### src/design/midi_note_chord_tracker_defines.svh
// assertion macros for the chord tracker
`ifndef MIDI_NOTE_CHORD_TRACKER_DEFINES_SVH
`define MIDI_NOTE_CHORD_TRACKER_DEFINES_SVH

`ifndef ASSERT_OFF
`define MNTC_ASSERT(lbl, clk, rst_n, prop) \
  lbl: assert property (@(posedge clk) disable iff (!rst_n) prop) \
    else $error("mntc assertion failed");
`define MNTC_ASSERT_NEVER(lbl, clk, rst_n, expr) \
  lbl: assert property (@(posedge clk) disable iff (!rst_n) !(expr)) \
    else $error("mntc forbidden condition");
`else
`define MNTC_ASSERT(lbl, clk, rst_n, prop)
`define MNTC_ASSERT_NEVER(lbl, clk, rst_n, expr)
`endif

`endif

### src/design/mntc_pkg.sv
`timescale 1ns / 1ps
package mntc_pkg;

  localparam int NOTE_COUNT     = 128;
  localparam int CHANNEL_COUNT  = 16;
  localparam int ADDR_W         = (NOTE_COUNT > 1) ? $clog2(NOTE_COUNT) : 1;
  localparam int SCAN_W         = ADDR_W + 1;
  localparam int PC_COUNT       = 12;
  localparam int TEMPLATE_COUNT = 18;

  localparam logic [1:0] KIND_OFF = 2'd0;
  localparam logic [1:0] KIND_ON  = 2'd1;

  localparam logic [1:0] REG_MONITOR = 2'd0;
  localparam logic [1:0] REG_LISTEN  = 2'd1;
  localparam logic [1:0] REG_LOWEST  = 2'd2;
  localparam logic [1:0] REG_HIGHEST = 2'd3;

  localparam logic [11:0] TEMPLATES [TEMPLATE_COUNT] = '{
    12'h895, 12'h495, 12'h48D, 12'h891, 12'h489, 12'h491, 12'h4A1, 12'h449, 12'h249,
    12'h291, 12'h289, 12'h091, 12'h089, 12'h049, 12'h111, 12'h085, 12'h0A1, 12'h095
  };

  typedef struct packed {
    logic       found;
    logic [3:0] root;
    logic [4:0] quality;
    logic       slash;
  } mntc_chord_t;

  typedef struct packed {
    logic       hit;
    logic [4:0] idx;
  } mntc_tmatch_t;

  function automatic logic [3:0] pc_count(input logic [11:0] v);
    logic [3:0] n;
    n = '0;
    for (int i = 0; i < PC_COUNT; i++) begin
      n = n + {3'd0, v[i]};
    end
    return n;
  endfunction

  function automatic logic [11:0] rot12(input logic [11:0] v, input logic [3:0] by);
    logic [23:0] d;
    d = {v, v} >> by;
    return d[11:0];
  endfunction

  function automatic mntc_tmatch_t tmpl_match(input logic [11:0] v);
    mntc_tmatch_t m;
    m.hit = 1'b0;
    m.idx = '0;
    for (int t = TEMPLATE_COUNT - 1; t >= 0; t--) begin
      if (v == TEMPLATES[t]) begin
        m.hit = 1'b1;
        m.idx = 5'(t);
      end
    end
    return m;
  endfunction

endpackage

### src/design/mntc_ifs.sv
`timescale 1ns / 1ps
interface mntc_in_if;
  logic       valid;
  logic       ready;
  logic [1:0] message_kind;
  logic [4:0] midi_channel;
  logic [6:0] note_number;
  logic [6:0] velocity;
  modport source (output valid, message_kind, midi_channel, note_number, velocity,
                  input ready);
  modport sink (input valid, message_kind, midi_channel, note_number, velocity,
                output ready);
endinterface

interface mntc_out_if;
  logic       valid;
  logic       ready;
  logic       event_taken;
  logic       chord_found;
  logic [3:0] chord_root;
  logic [4:0] chord_quality;
  logic [3:0] bass_class;
  logic       is_slash;
  logic [4:0] lowest_holder;
  modport source (output valid, event_taken, chord_found, chord_root, chord_quality,
                  bass_class, is_slash, lowest_holder, input ready);
  modport sink (input valid, event_taken, chord_found, chord_root, chord_quality,
                bass_class, is_slash, lowest_holder, output ready);
endinterface

interface mntc_cfg_if;
  logic       valid;
  logic       ready;
  logic [1:0] reg_index;
  logic [6:0] wr_data;
  modport source (output valid, reg_index, wr_data, input ready);
  modport sink (input valid, reg_index, wr_data, output ready);
endinterface

### src/design/mntc_mem.sv
`timescale 1ns / 1ps
module mntc_mem
  import mntc_pkg::*;
(
  input  logic                     clk,
  input  logic                     rst_n,
  input  logic                     clr,
  input  logic                     wr_en,
  input  logic [ADDR_W-1:0]        wr_addr,
  input  logic [CHANNEL_COUNT-1:0] wr_data,
  input  logic [ADDR_W-1:0]        rd_addr,
  output logic [CHANNEL_COUNT-1:0] rd_data
);

  logic [CHANNEL_COUNT-1:0] mem [NOTE_COUNT];
  logic [NOTE_COUNT-1:0]    vld_r;
  logic [CHANNEL_COUNT-1:0] data_r;
  logic                     vld_q_r;

  always_ff @(posedge clk) begin
    if (wr_en) begin
      mem[wr_addr] <= wr_data;
    end
    data_r <= mem[rd_addr];
  end

  // per-entry valid bits stand in for clearing the array
  always_ff @(posedge clk) begin
    if (!rst_n) begin
      vld_r   <= '0;
      vld_q_r <= 1'b0;
    end else begin
      vld_q_r <= vld_r[rd_addr];
      if (clr) begin
        vld_r <= '0;
      end else if (wr_en) begin
        vld_r[wr_addr] <= 1'b1;
      end
    end
  end

  assign rd_data = vld_q_r ? data_r : '0;

endmodule

### src/design/mntc_match.sv
`timescale 1ns / 1ps
module mntc_match
  import mntc_pkg::*;
(
  input  logic        clk,
  input  logic        rst_n,
  input  logic        start,
  input  logic [11:0] pc_set,
  input  logic [3:0]  bass,
  output logic        done,
  output mntc_chord_t chord
);

  logic        busy_r;
  logic        done_r;
  logic [3:0]  step_r;
  logic [11:0] set_r;
  logic [3:0]  bass_r;
  logic        cnt_ok_r;
  mntc_chord_t chord_r;

  logic [3:0]   root;
  logic         skip;
  mntc_tmatch_t m;
  logic         fin;

  // step 0 tries the bass, steps 1..12 try roots 0..11
  always_comb begin
    root = (step_r == 4'd0) ? bass_r : step_r - 4'd1;
    skip = (step_r != 4'd0) && (root == bass_r);
    m    = tmpl_match(rot12(set_r, root));
  end

  assign fin = busy_r && (!cnt_ok_r || (!skip && m.hit) || step_r == 4'(PC_COUNT));

  always_ff @(posedge clk) begin
    if (!rst_n) begin
      busy_r <= 1'b0;
      done_r <= 1'b0;
    end else begin
      done_r <= fin && !start;
      if (start) begin
        busy_r <= 1'b1;
      end else if (fin) begin
        busy_r <= 1'b0;
      end
    end
  end

  always_ff @(posedge clk) begin
    if (start) begin
      step_r   <= '0;
      set_r    <= pc_set;
      bass_r   <= bass;
      cnt_ok_r <= pc_count(pc_set) >= 4'd3;
      chord_r  <= '0;
    end else if (busy_r) begin
      step_r <= step_r + 4'd1;
      if (cnt_ok_r && !skip && m.hit) begin
        chord_r.found   <= 1'b1;
        chord_r.root    <= root;
        chord_r.quality <= m.idx;
        chord_r.slash   <= (step_r != 4'd0);
      end
    end
  end

  assign done  = done_r;
  assign chord = chord_r;

endmodule

### src/design/midi_note_chord_tracker.sv
// each event passes the write, note scan, match and output states; an invalid channel
// goes from write straight to output. throughput: one event at a time, next input taken
// the cycle after the result is loaded. the scan reads all 128 note entries through the
// single memory read port and is followed by up to 13 rotation compares in the matcher
// reset: synchronous, active low; note map cleared at once via valid bits,
// registers return to monitor on, omni, range 0..127
`timescale 1ns / 1ps
`include "midi_note_chord_tracker_defines.svh"
module midi_note_chord_tracker
  import mntc_pkg::*;
(
  input logic       clk,
  input logic       rst_n,
  mntc_in_if.sink   in_ch,
  mntc_out_if.source out_ch,
  mntc_cfg_if.sink  cfg_ch
);

  localparam logic [2:0] S_IDLE  = 3'd0;
  localparam logic [2:0] S_WR    = 3'd1;
  localparam logic [2:0] S_SCAN  = 3'd2;
  localparam logic [2:0] S_MATCH = 3'd3;
  localparam logic [2:0] S_OUT   = 3'd4;

  localparam logic [SCAN_W-1:0] SCAN_END = SCAN_W'(NOTE_COUNT);
  localparam logic [4:0]        CHAN_MAX = 5'(CHANNEL_COUNT);

  logic [2:0] state_r;

  // configuration
  logic       mon_en_r;
  logic [4:0] listen_r;
  logic [6:0] lo_r;
  logic [6:0] hi_r;
  logic       cfg_xfer;
  logic [4:0] listen_val;
  logic       map_clr;

  assign cfg_ch.ready = 1'b1;
  assign cfg_xfer     = cfg_ch.valid && cfg_ch.ready;
  assign listen_val   = (cfg_ch.wr_data[4:0] > 5'd16) ? 5'd0 : cfg_ch.wr_data[4:0];
  assign map_clr = cfg_xfer &&
                   ((cfg_ch.reg_index == REG_MONITOR && !cfg_ch.wr_data[0] && mon_en_r) ||
                    (cfg_ch.reg_index == REG_LISTEN && listen_val != listen_r));

  always_ff @(posedge clk) begin
    if (!rst_n) begin
      mon_en_r <= 1'b1;
      listen_r <= '0;
      lo_r     <= '0;
      hi_r     <= 7'd127;
    end else if (cfg_xfer) begin
      case (cfg_ch.reg_index)
        REG_MONITOR: mon_en_r <= cfg_ch.wr_data[0];
        REG_LISTEN:  listen_r <= listen_val;
        REG_LOWEST:  lo_r     <= cfg_ch.wr_data;
        REG_HIGHEST: hi_r     <= cfg_ch.wr_data;
        default: ;
      endcase
    end
  end

  // input decode
  logic       in_xfer;
  logic       in_chan_ok;
  logic       in_note_ok;
  logic       in_take;

  assign in_ch.ready = (state_r == S_IDLE);
  assign in_xfer     = in_ch.valid && in_ch.ready;
  assign in_chan_ok  = (in_ch.midi_channel >= 5'd1) && (in_ch.midi_channel <= CHAN_MAX);
  assign in_note_ok  = ({1'b0, in_ch.note_number} < 8'(NOTE_COUNT)) &&
                       (in_ch.note_number >= lo_r) && (in_ch.note_number <= hi_r);
  assign in_take     = mon_en_r && (in_ch.message_kind <= KIND_ON) &&
                       (listen_r == 5'd0 || in_ch.midi_channel == listen_r) &&
                       in_note_ok && in_chan_ok;

  logic       take_r;
  logic       set_on_r;
  logic       chan_ok_r;
  logic       note_in_r;
  logic [3:0] chan_idx_r;
  logic [6:0] note_r;

  // memory
  logic                     mem_wr;
  logic [ADDR_W-1:0]        mem_rd_addr;
  logic [CHANNEL_COUNT-1:0] mem_rd_data;
  logic [CHANNEL_COUNT-1:0] chan_bit;
  logic [CHANNEL_COUNT-1:0] entry_nxt;

  logic [SCAN_W-1:0] sc_r;
  logic [3:0]        pc_r;
  logic [11:0]       set_r;
  logic [11:0]       set_nxt;
  logic [3:0]        bass_r;
  logic [3:0]        bass_nxt;
  logic              have_r;
  logic              have_nxt;

  assign chan_bit  = CHANNEL_COUNT'(1) << chan_idx_r;
  assign entry_nxt = set_on_r ? (mem_rd_data | chan_bit) : (mem_rd_data & ~chan_bit);
  assign mem_wr    = (state_r == S_WR) && take_r;

  always_comb begin
    case (state_r)
      S_IDLE:  mem_rd_addr = in_ch.note_number[ADDR_W-1:0];
      S_SCAN:  mem_rd_addr = sc_r[ADDR_W-1:0];
      default: mem_rd_addr = note_r[ADDR_W-1:0];
    endcase
  end

  mntc_mem u_mem (
    .clk     (clk),
    .rst_n   (rst_n),
    .clr     (map_clr),
    .wr_en   (mem_wr),
    .wr_addr (note_r[ADDR_W-1:0]),
    .wr_data (entry_nxt),
    .rd_addr (mem_rd_addr),
    .rd_data (mem_rd_data)
  );

  // lowest holder of the note's entry, as updated when the event is taken
  logic [CHANNEL_COUNT-1:0] hold_ent;
  logic [4:0]               holder;

  always_comb begin
    hold_ent = take_r ? entry_nxt : mem_rd_data;
    holder   = '0;
    for (int c = CHANNEL_COUNT - 1; c >= 0; c--) begin
      if (hold_ent[c]) begin
        holder = 5'(c + 1);
      end
    end
    if (!note_in_r) begin
      holder = '0;
    end
  end

  // scan accumulation, read data is registered and lags the address
  always_comb begin
    set_nxt  = set_r;
    bass_nxt = bass_r;
    have_nxt = have_r;
    if (sc_r != '0 && mem_rd_data[chan_idx_r]) begin
      set_nxt = set_r | (12'd1 << pc_r);
      if (!have_r) begin
        bass_nxt = pc_r;
        have_nxt = 1'b1;
      end
    end
  end

  logic        mt_start;
  logic        mt_done;
  mntc_chord_t mt_chord;

  assign mt_start = (state_r == S_SCAN) && (sc_r == SCAN_END);

  mntc_match u_match (
    .clk    (clk),
    .rst_n  (rst_n),
    .start  (mt_start),
    .pc_set (set_nxt),
    .bass   (bass_nxt),
    .done   (mt_done),
    .chord  (mt_chord)
  );

  logic        out_valid_r;
  logic        out_load;
  logic        taken_out_r;
  logic [4:0]  holder_r;
  mntc_chord_t chord_r;
  mntc_chord_t chord_out_r;
  logic [3:0]  bass_out_r;
  logic [4:0]  holder_out_r;

  assign out_load = (state_r == S_OUT) && (!out_valid_r || out_ch.ready);

  always_ff @(posedge clk) begin
    if (!rst_n) begin
      state_r     <= S_IDLE;
      out_valid_r <= 1'b0;
    end else begin
      if (out_load) begin
        out_valid_r <= 1'b1;
      end else if (out_ch.valid && out_ch.ready) begin
        out_valid_r <= 1'b0;
      end
      case (state_r)
        S_IDLE:  if (in_xfer) state_r <= S_WR;
        S_WR:    state_r <= chan_ok_r ? S_SCAN : S_OUT;
        S_SCAN:  if (sc_r == SCAN_END) state_r <= S_MATCH;
        S_MATCH: if (mt_done) state_r <= S_OUT;
        S_OUT:   if (out_load) state_r <= S_IDLE;
        default: state_r <= S_IDLE;
      endcase
    end
  end

  always_ff @(posedge clk) begin
    if (in_xfer) begin
      take_r     <= in_take;
      set_on_r   <= (in_ch.message_kind == KIND_ON) && (in_ch.velocity != 7'd0);
      chan_ok_r  <= in_chan_ok;
      note_in_r  <= ({1'b0, in_ch.note_number} < 8'(NOTE_COUNT));
      chan_idx_r <= 4'(in_ch.midi_channel - 5'd1);
      note_r     <= in_ch.note_number;
    end
    if (state_r == S_WR) begin
      holder_r <= holder;
      sc_r     <= '0;
      pc_r     <= '0;
      set_r    <= '0;
      bass_r   <= '0;
      have_r   <= 1'b0;
      chord_r  <= '0;
    end
    if (state_r == S_SCAN) begin
      sc_r   <= sc_r + SCAN_W'(1);
      set_r  <= set_nxt;
      bass_r <= bass_nxt;
      have_r <= have_nxt;
      if (sc_r != '0) begin
        pc_r <= (pc_r == 4'(PC_COUNT - 1)) ? 4'd0 : pc_r + 4'd1;
      end
    end
    if (state_r == S_MATCH && mt_done) begin
      chord_r <= mt_chord;
    end
    if (out_load) begin
      taken_out_r  <= take_r;
      chord_out_r  <= chord_r;
      bass_out_r   <= bass_r;
      holder_out_r <= holder_r;
    end
  end

  assign out_ch.valid         = out_valid_r;
  assign out_ch.event_taken   = taken_out_r;
  assign out_ch.chord_found   = chord_out_r.found;
  assign out_ch.chord_root    = chord_out_r.root;
  assign out_ch.chord_quality = chord_out_r.quality;
  assign out_ch.bass_class    = bass_out_r;
  assign out_ch.is_slash      = chord_out_r.slash;
  assign out_ch.lowest_holder = holder_out_r;

  `MNTC_ASSERT(a_scan_range, clk, rst_n, (state_r == S_SCAN) |-> (sc_r <= SCAN_END))
  `MNTC_ASSERT(a_done_in_match, clk, rst_n, mt_done |-> (state_r == S_MATCH))
  `MNTC_ASSERT(a_no_chord_zero, clk, rst_n, (out_valid_r && !chord_out_r.found) |-> (chord_out_r.root == 4'd0 && chord_out_r.quality == 5'd0 && !chord_out_r.slash))
  `MNTC_ASSERT(a_slash_root, clk, rst_n, (out_valid_r && chord_out_r.found) |-> (chord_out_r.slash == (chord_out_r.root != bass_out_r)))
  `MNTC_ASSERT_NEVER(a_wr_outside, clk, rst_n, mem_wr && map_clr)

endmodule
### src/flat_wrapper.sv
// flat-port wrapper written by rule: the top's interface ports become plain ports
module midi_note_chord_tracker_flat import mntc_pkg::*;
  (clk, rst_n, in_ch_valid, in_ch_message_kind, in_ch_midi_channel, in_ch_note_number, in_ch_velocity, in_ch_ready, out_ch_valid, out_ch_event_taken, out_ch_chord_found, out_ch_chord_root, out_ch_chord_quality, out_ch_bass_class, out_ch_is_slash, out_ch_lowest_holder, out_ch_ready, cfg_ch_valid, cfg_ch_reg_index, cfg_ch_wr_data, cfg_ch_ready);
  mntc_in_if in_ch_i ();
  mntc_out_if out_ch_i ();
  mntc_cfg_if cfg_ch_i ();
  input logic clk;
  input logic rst_n;
  input wire logic [$bits(in_ch_i.valid)-1:0] in_ch_valid;
  input wire logic [$bits(in_ch_i.message_kind)-1:0] in_ch_message_kind;
  input wire logic [$bits(in_ch_i.midi_channel)-1:0] in_ch_midi_channel;
  input wire logic [$bits(in_ch_i.note_number)-1:0] in_ch_note_number;
  input wire logic [$bits(in_ch_i.velocity)-1:0] in_ch_velocity;
  output wire logic [$bits(in_ch_i.ready)-1:0] in_ch_ready;
  output wire logic [$bits(out_ch_i.valid)-1:0] out_ch_valid;
  output wire logic [$bits(out_ch_i.event_taken)-1:0] out_ch_event_taken;
  output wire logic [$bits(out_ch_i.chord_found)-1:0] out_ch_chord_found;
  output wire logic [$bits(out_ch_i.chord_root)-1:0] out_ch_chord_root;
  output wire logic [$bits(out_ch_i.chord_quality)-1:0] out_ch_chord_quality;
  output wire logic [$bits(out_ch_i.bass_class)-1:0] out_ch_bass_class;
  output wire logic [$bits(out_ch_i.is_slash)-1:0] out_ch_is_slash;
  output wire logic [$bits(out_ch_i.lowest_holder)-1:0] out_ch_lowest_holder;
  input wire logic [$bits(out_ch_i.ready)-1:0] out_ch_ready;
  input wire logic [$bits(cfg_ch_i.valid)-1:0] cfg_ch_valid;
  input wire logic [$bits(cfg_ch_i.reg_index)-1:0] cfg_ch_reg_index;
  input wire logic [$bits(cfg_ch_i.wr_data)-1:0] cfg_ch_wr_data;
  output wire logic [$bits(cfg_ch_i.ready)-1:0] cfg_ch_ready;
  assign in_ch_i.valid = in_ch_valid;
  assign in_ch_i.message_kind = in_ch_message_kind;
  assign in_ch_i.midi_channel = in_ch_midi_channel;
  assign in_ch_i.note_number = in_ch_note_number;
  assign in_ch_i.velocity = in_ch_velocity;
  assign in_ch_ready = in_ch_i.ready;
  assign out_ch_valid = out_ch_i.valid;
  assign out_ch_event_taken = out_ch_i.event_taken;
  assign out_ch_chord_found = out_ch_i.chord_found;
  assign out_ch_chord_root = out_ch_i.chord_root;
  assign out_ch_chord_quality = out_ch_i.chord_quality;
  assign out_ch_bass_class = out_ch_i.bass_class;
  assign out_ch_is_slash = out_ch_i.is_slash;
  assign out_ch_lowest_holder = out_ch_i.lowest_holder;
  assign out_ch_i.ready = out_ch_ready;
  assign cfg_ch_i.valid = cfg_ch_valid;
  assign cfg_ch_i.reg_index = cfg_ch_reg_index;
  assign cfg_ch_i.wr_data = cfg_ch_wr_data;
  assign cfg_ch_ready = cfg_ch_i.ready;
  midi_note_chord_tracker u_core (.clk(clk), .rst_n(rst_n), .in_ch(in_ch_i), .out_ch(out_ch_i), .cfg_ch(cfg_ch_i));
endmodule
### config.mk
export PLATFORM = sky130hd
export DESIGN_NAME = midi_note_chord_tracker_flat
export DESIGN_NICKNAME = d
export VERILOG_FILES = /design/src/design/mntc_pkg.sv /design/src/design/mntc_ifs.sv /design/src/design/mntc_mem.sv /design/src/design/mntc_match.sv /design/src/design/midi_note_chord_tracker.sv /design/src/flat_wrapper.sv
export VERILOG_INCLUDE_DIRS = /design/src /design/src/design
export SDC_FILE = /design/constraint.sdc
export NUM_CORES = 2
export LEC_CHECK = 0
export BUFFER_PORTS_ARGS = -buffer_cell sky130_fd_sc_hd__buf_2
export CORE_ASPECT_RATIO = 1.1
export CORE_UTILIZATION = 25
export DETAILED_ROUTE_END_ITERATION = 6
export PLACE_DENSITY = 0.38
export SYNTH_ARGS = -nofsm -noshare
export SYNTH_HDL_FRONTEND = slang
export SYNTH_SLANG_ARGS = --single-unit
### constraint.sdc
create_clock -name clk -period 5.7 [get_ports clk]
set_input_delay 1.14 -clock clk [delete_from_list [all_inputs] [get_ports clk]]
set_output_delay 1.14 -clock clk [all_outputs]
set_load 0.05 [all_outputs]
---- Word level (Yosys, flattened, before mapping) ----
Memories as Yosys holds them, arrays and structs flattened. A register that Yosys moved wholly into a read port is not among the register bits.
Index checks and enable logic that the tools add are counted.
operators by class
  magnitude comparators ................... 11
  mux-type cells .......................... 75
  bitwise gates (word level) .............. 6
  shift-type cells ........................ 3
  reduce and logical (&&, ||, !) cells .... 57
  add/sub/neg operators ................... 16
  equality and inequality tests ........... 37
operator list
  kind                  number
  $or 128x128->128      1
  $mux 6                18
  $eq 12x11->1 const B  6
  $mux 4                17
  $eq 12x8->1 const B   5
  $mux 16               3
  $eq 12x10->1 const B  3
  $mux 12               3
  $add 4x1->4           8
  $mux 3                9
  $logic_and 1x1->1     25
  $eq 12x12->1 const B  2
  $shr 24x4->12         1
  $mux 11               2
  $and 16x16->16        1
  $lt 7x8->1 const B    2
  $mux 8                2
  $not 16->16           1
  $or 16x16->16         1
  $shl 1x4->16 const A  1
  $pmux 3 s5            1
  $reduce_or 15->1      1
  $pmux 7 s2            1
  $eq 12x7->1 const B   1
  other kinds (52)      90
storage, ports and cells
  output and inout bits ................... 24
  flip-flop bits (word level) ............. 267
  memories ................................ 1
  bits of input ports ..................... 35
  logic and storage cells ................. 250
  bits in writable memories ............... 2048
memories
  memory            words  bits a word  read ports  clocked after memory_dff  write ports  RTL line        text
  u_core.u_mem.mem  128    16           1           1                         1            mntc_mem.sv:15  logic [CHANNEL_COUNT-1:0] mem [NOTE_COUNT];

---- Depth between registers and ports, before layout ----
  depth after elaboration ................. 28
  mapped depth ............................ 19
  gate-level depth less buffers ........... 19

---- By module ----
A second synthesis with hierarchy kept.
unflattened totals
  cells, all modules ...................... 4624
  area total of the unflattened synthesis .. 93029.2 sq um
by module, submodules not included
  module                   cells an instance  times used  sequential area each (sq um)  area each (sq um)
  mntc_mem                 3699               1           64401.8                       83830.4
  midi_note_chord_tracker  609                1           2842.7                        6248.5
  mntc_match               316                1           850.8                         2950.3

---- Worst setup path after synthesis ----
No wires, ideal clock.
  path kind ............................... register to register
  from .................................... register u_core.chan_idx_r[0]
  to ...................................... register u_core.u_match.cnt_ok_r (data pin)
  slack ................................... 425 ps
  required time ........................... 5442 ps
  path buffers ............................ 1
  arrival ................................. 5017 ps
  stages on the path, launching flop included .. 16
  clock period less this slack ............ 5275 ps
  library setup time ...................... 258 ps
  cell sequence ........................... edfxtp_1 buf_1 mux4_2 mux4_2 nand2_1 or2_2 nor3_1 a21o_1 fa_1 fa_1 fa_1 fa_1 ha_1 fa_1 a21oi_1 nand2_1
between the ends
  cells in the longest elaborated chain, start to end .. 16
ends and longest elaborated chain
  element                       RTL line                        text
  from (decl)                   midi_note_chord_tracker.sv:82   logic [3:0] chan_idx_r;
  from (signal assigned)        midi_note_chord_tracker.sv:209  chan_idx_r <= 4'(in_ch.midi_channel - 5'd1);
  $bmux 1 s4                    midi_note_chord_tracker.sv:146  if (sc_r != '0 && mem_rd_data[chan_idx_r]) begin
  $mux 1 (not written as such)  midi_note_chord_tracker.sv:146
  $logic_and 1x1->1             midi_note_chord_tracker.sv:146
  $mux 12                       midi_note_chord_tracker.sv:146
  via u_core.set_nxt[0]         midi_note_chord_tracker.sv:95   logic [11:0] set_nxt;
  $add 1x1->2                   mntc_pkg.sv:40                  n = n + {3'd0, v[i]};
  $add 2x1->3                   mntc_pkg.sv:40
  $add 3x1->4                   mntc_pkg.sv:40
  $add 4x1->4 (8 in a row)      mntc_pkg.sv:40
  $ge 4x2->1                    mntc_match.sv:55                cnt_ok_r <= pc_count(pc_set) >= 4'd3;
  to (signal assigned)          mntc_match.sv:55
  to (decl)                     mntc_match.sv:19                logic cnt_ok_r;
The timed path passes the listed nets, and every way through them passes these cells. The select of a mux whose other input is x is not followed.
A chain may end at the register's enable or synchronous reset.

---- Worst setup path after layout ----
Same ends and word-level chain as after synthesis.

==> results.txt <==
----------------------------------------------------
[Status]
  Status ... complete, no violations

[Pwr]
  Reported leakage power ... 0.0353 uW
  Total power per unit cell area ... 438 mW/mm^2
  Maximum ir drop on the vdd rail ... 0.000263 V
  Final total power ... 48100 uW

[Detailed routing]
  Average wire per cell in the routed design ... 25.6 um
  Post-route ant nets ... 0
  Number of iterations in the first detailed-routing pass ... 5
  Overall routed net length ... 261000 um
  Via-to-Cell Ratio ... 4.55
  Iteration-0 DRC Markers ... 3314
  Total vias in the final route ... 46.4k
  Post-route DRC violation count ... 0

[Global route]
  Global route total overflow ... 0
  Total track usage ... 13.8%
  Vias in the first global route ... 48.9k
  Largest net degree at the start of global routing ... 130
  First-pass GRT wire length ... 373000 um
  Initial antenna violation count ... 7

[Critical path]
  Start point of the critical path ... u_core.chan_idx_r[0]
  Reg-to-reg startpoint ... u_core.chan_idx_r[0]
  R2r endpoint ... u_core.u_match.cnt_ok_r
  Cell family contributing the most delay on the critical path ... adder cells
  Crit path cell chain ... mux4_2 > mux4_2 > nand2_2 > or2_2 > nor3_1 > a21o_1 > fa_1 > fa_1 > fa_1 > fa_1 > ha_1 > fa_1 > o21ai_0 > buf_4 > nand2_1
  Standard cell with the maximum stage delay on the critical path ... fa_1
  Reg-to-reg setup timing slack ... 0.25 ns
  Worst path bufs/invs ... 1
  Required time worst endpoint ... 6.30 ns
  Cell repeated most along the worst path ... fa_1
  CP Launch Type ... flip-flop
  Maximum single-stage delay on the critical path ... 0.57 ns
  Worst Reg-to-Reg Cells ... 15
  Critical path capture point type ... flip-flop
  Worst-path fanout max ... 5
  Critical path class ... flip-flop to flip-flop
  Data arrival, critical path ... 6.05 ns

[Clock tree]
  CTS tree ... built
  Clock network latency to the later pin of the worst-skew pair ... 0.90 ns
  Sinks on Clock Net ... 2331
  Root Driver ... clkbuf_16
  H-tree level count ... 5
  Clock input transition at the sequential cells of the worst setup and hold paths ... 0.06 ns
  TritonCTS buffer count ... 270
  Max clock buf depth ... 4

[Synthesis]
  Main synth FF type ... edfxtp_1
  Number of storage elements in the synthesis netlist ... 2331
  Mean instance size in the synthesized netlist ... 19.2 um^2
  Number of cells produced by synthesis ... 4817
  Number of flops mapped to enable cells by yosys ... 2141
  Number of warnings issued by yosys ... 0
  Distinct cells, synth ... 75
  Post-synthesis sequential area ratio ... 73.5%
  Net Count, Synth ... 4889
  Fraction of synthesis flops using an asynchronous set or reset pin ... 0%
  Synth Cell Area ... 0.0926 mm^2

[Timing]
  Final number of max-transition violations ... 0
  Actual transition at the worst max-transition pin ... 1.28 ns
  Max Freq ... 184 MHz
  Setup Viol. Count Final ... 0
  Final total negative setup slack ... 0 ns
  Final number of hold-violating endpoints ... 0
  Unrepaired setup endpoints after global routing ... false
  Worst Skew ... 0.0469 ns
  Max-slew headroom ... 14.0%
  Final cycle utilization of the critical path ... 95.5%
  Time the worst path needs with I/O delays and setup ... 5.45 ns

[Layout]
  Synth-to-layout area growth ... 18.4%
  Count of nets after finishing ... 5215
  Share of final-layout standard cells stronger than drive strength 1 ... 26.5%

[Hold path]
  Worst hold path stage count ... 0
  Worst Hold End ... u_core.out_ch.chord_root[1]
  Launch point of the worst hold path ... u_core.chord_r[7]
  Hold Path Class ... flip-flop to flip-flop

[Placement]
  Gpl congestion ... 0.764
  Count of buffers inserted at the top-level ports ... 57
  Detail Placement HPWL ... 152000 um

[Floorplanning]
  Core Box Area ... 0.369 mm^2
  Placement row count ... 234
  Die Width ... 582 um
  Top-level port count ... 59
  Die height ... 640 um
  Initial core utilization ... 25.1%
  Area of the die ... 0.373 mm^2

[Run]
  Max-cap violations ... 0

----------------------------------------------------
-- worst max path at each step --
| stage | end | slack, ns | cells after the start |
|---|---|---|---|
| after floorplan | u_core.u_match.cnt_ok_r | 0.42 | 15 |
| after global placement | u_core.u_match.cnt_ok_r | 0.08 | 16 |
| after detailed placement | u_core.u_match.cnt_ok_r | 0.20 | 15 |
| after CTS | u_core.u_match.cnt_ok_r | 0.16 | 15 |
| after global routing | u_core.u_match.cnt_ok_r | 0.003 | 16 |
| final | u_core.u_match.cnt_ok_r | 0.25 | 15 |
-- metal layers --
metal | part of all wire (%) | wire (um) | track usage, % | vias to the layer above
met4 | 2.0 | 5240 | 3.10 | 2
li1 | - | - | - | 20300
met1 | 46 | 120000 | 19.1 | 25000
met3 | 3.8 | 9980 | 1.96 | 295
met5 | 0.0038 | 10 | 0 | -
met2 | 48 | 126000 | 22.9 | 836
-- Yosys cell counts, types with 41 or more instances --
master,instances,area (um^2)
a211oi_1,221,1660
a21oi_1,135,676
and2_1,42,263
buf_1,66,248
clkbuf_1,189,709
dfxtp_1,190,3800
edfxtp_1,2141,64300
inv_1,41,154
mux2i_1,223,2230
mux4_2,549,12400
nand2_1,119,447
nand3_1,41,205
nor2_1,202,758
nor2b_1,149,932
o21a_1,133,998
o21ai_0,51,255
-- sequential cells by signal, summed over array words and instances, names as in the netlist, 5 cells and up --
signal / cells
u_core.set_r: 12
u_core.chord_r: 11
u_core.u_match.chord: 11
u_core.note_r: 7
u_core.holder_r: 5
u_core.u_match.set_r: 12
u_core.sc_r: 8
u_core.lo_r: 7
u_core.u_mem.data_r: 16
u_core.listen_r: 5
u_core.u_mem.mem: 2048
u_core.hi_r: 7
u_core.out_ch.chord_quality: 5
u_core.u_mem.vld_r: 128
u_core.out_ch.lowest_holder: 5
-- area by class of cell --
class | count | area, um^2
fill | 36100 | 259000
sequential | 2331 | 68100
multi-input combinational | 2154 | 23800
clock buffer | 358 | 7410
tap | 4838 | 6050
timing repair buffer | 343 | 2910
clock inverter | 127 | 1220
inverter | 43 | 169
antenna | 5 | 12.5
-- report_power, final --
group          leakage, uW  switching [uW]  total [uW]  internal, uW
clock network      0.00423            7080       17000          9960
logic              0.00966            6990       11000          3970
registers           0.0214             130       20100         19900
-- stage by stage --
stage / utilization (%) / setup WS, ns / instance area (um^2) / instances / hold slack (ns)
floorplan: - / 0.425 / 92600 / 4817 / 0.400
global placement: 27.4 / 0.0831 / 101000 / 9709 / 0.408
detailed placement: 27.4 / 0.197 / 101000 / 9709 / 0.405
CTS: 29.7 / 0.161 / 110000 / 10200 / 0.398
global route: 29.7 / 0.00256 / 110000 / 10200 / 0.420
finish: 29.7 / 0.254 / 110000 / 10200 / 0.417
-- cells by family (layout without fill, tap and decap cells) --
| kind of cell | after synthesis | after routing | synth area share, % |
|---|---|---|---|
| DFF | 2331 | 2331 | 73.5 |
| xor gates and xnor gates | 23 | 23 | 0.217 |
| AOI/OAI and AO/OA | 629 | 629 | 4.63 |
| buffers and inverters | 332 | 871 | 1.42 |
| muxes | 791 | 791 | 16.0 |
| adders and majority gates | 37 | 37 | 0.557 |
| other | 1 | 6 | 0.00405 |
| and+or+nand+nor | 673 | 673 | 3.65 |
-- cells in the final DEF, fill, tap and decap left out, drive strengths merged, types with 133 or more instances in the layout --
master and instances:
o21a 133, mux4 549, clkbuf 358, mux2i 224, nor2 202, edfxtp 2141, a21oi 136, buf 343
dfxtp 190, nor2b 149, a211oi 221
-- what timing repair did --
action | CTS | global route
setup endpoints to repair | 0 | 1
setup buffers | 0 | 0
hold buffers | 0 | 0
gates resized for setup | 0 | 3
Note: power is estimated with default switching activity, not from simulation.
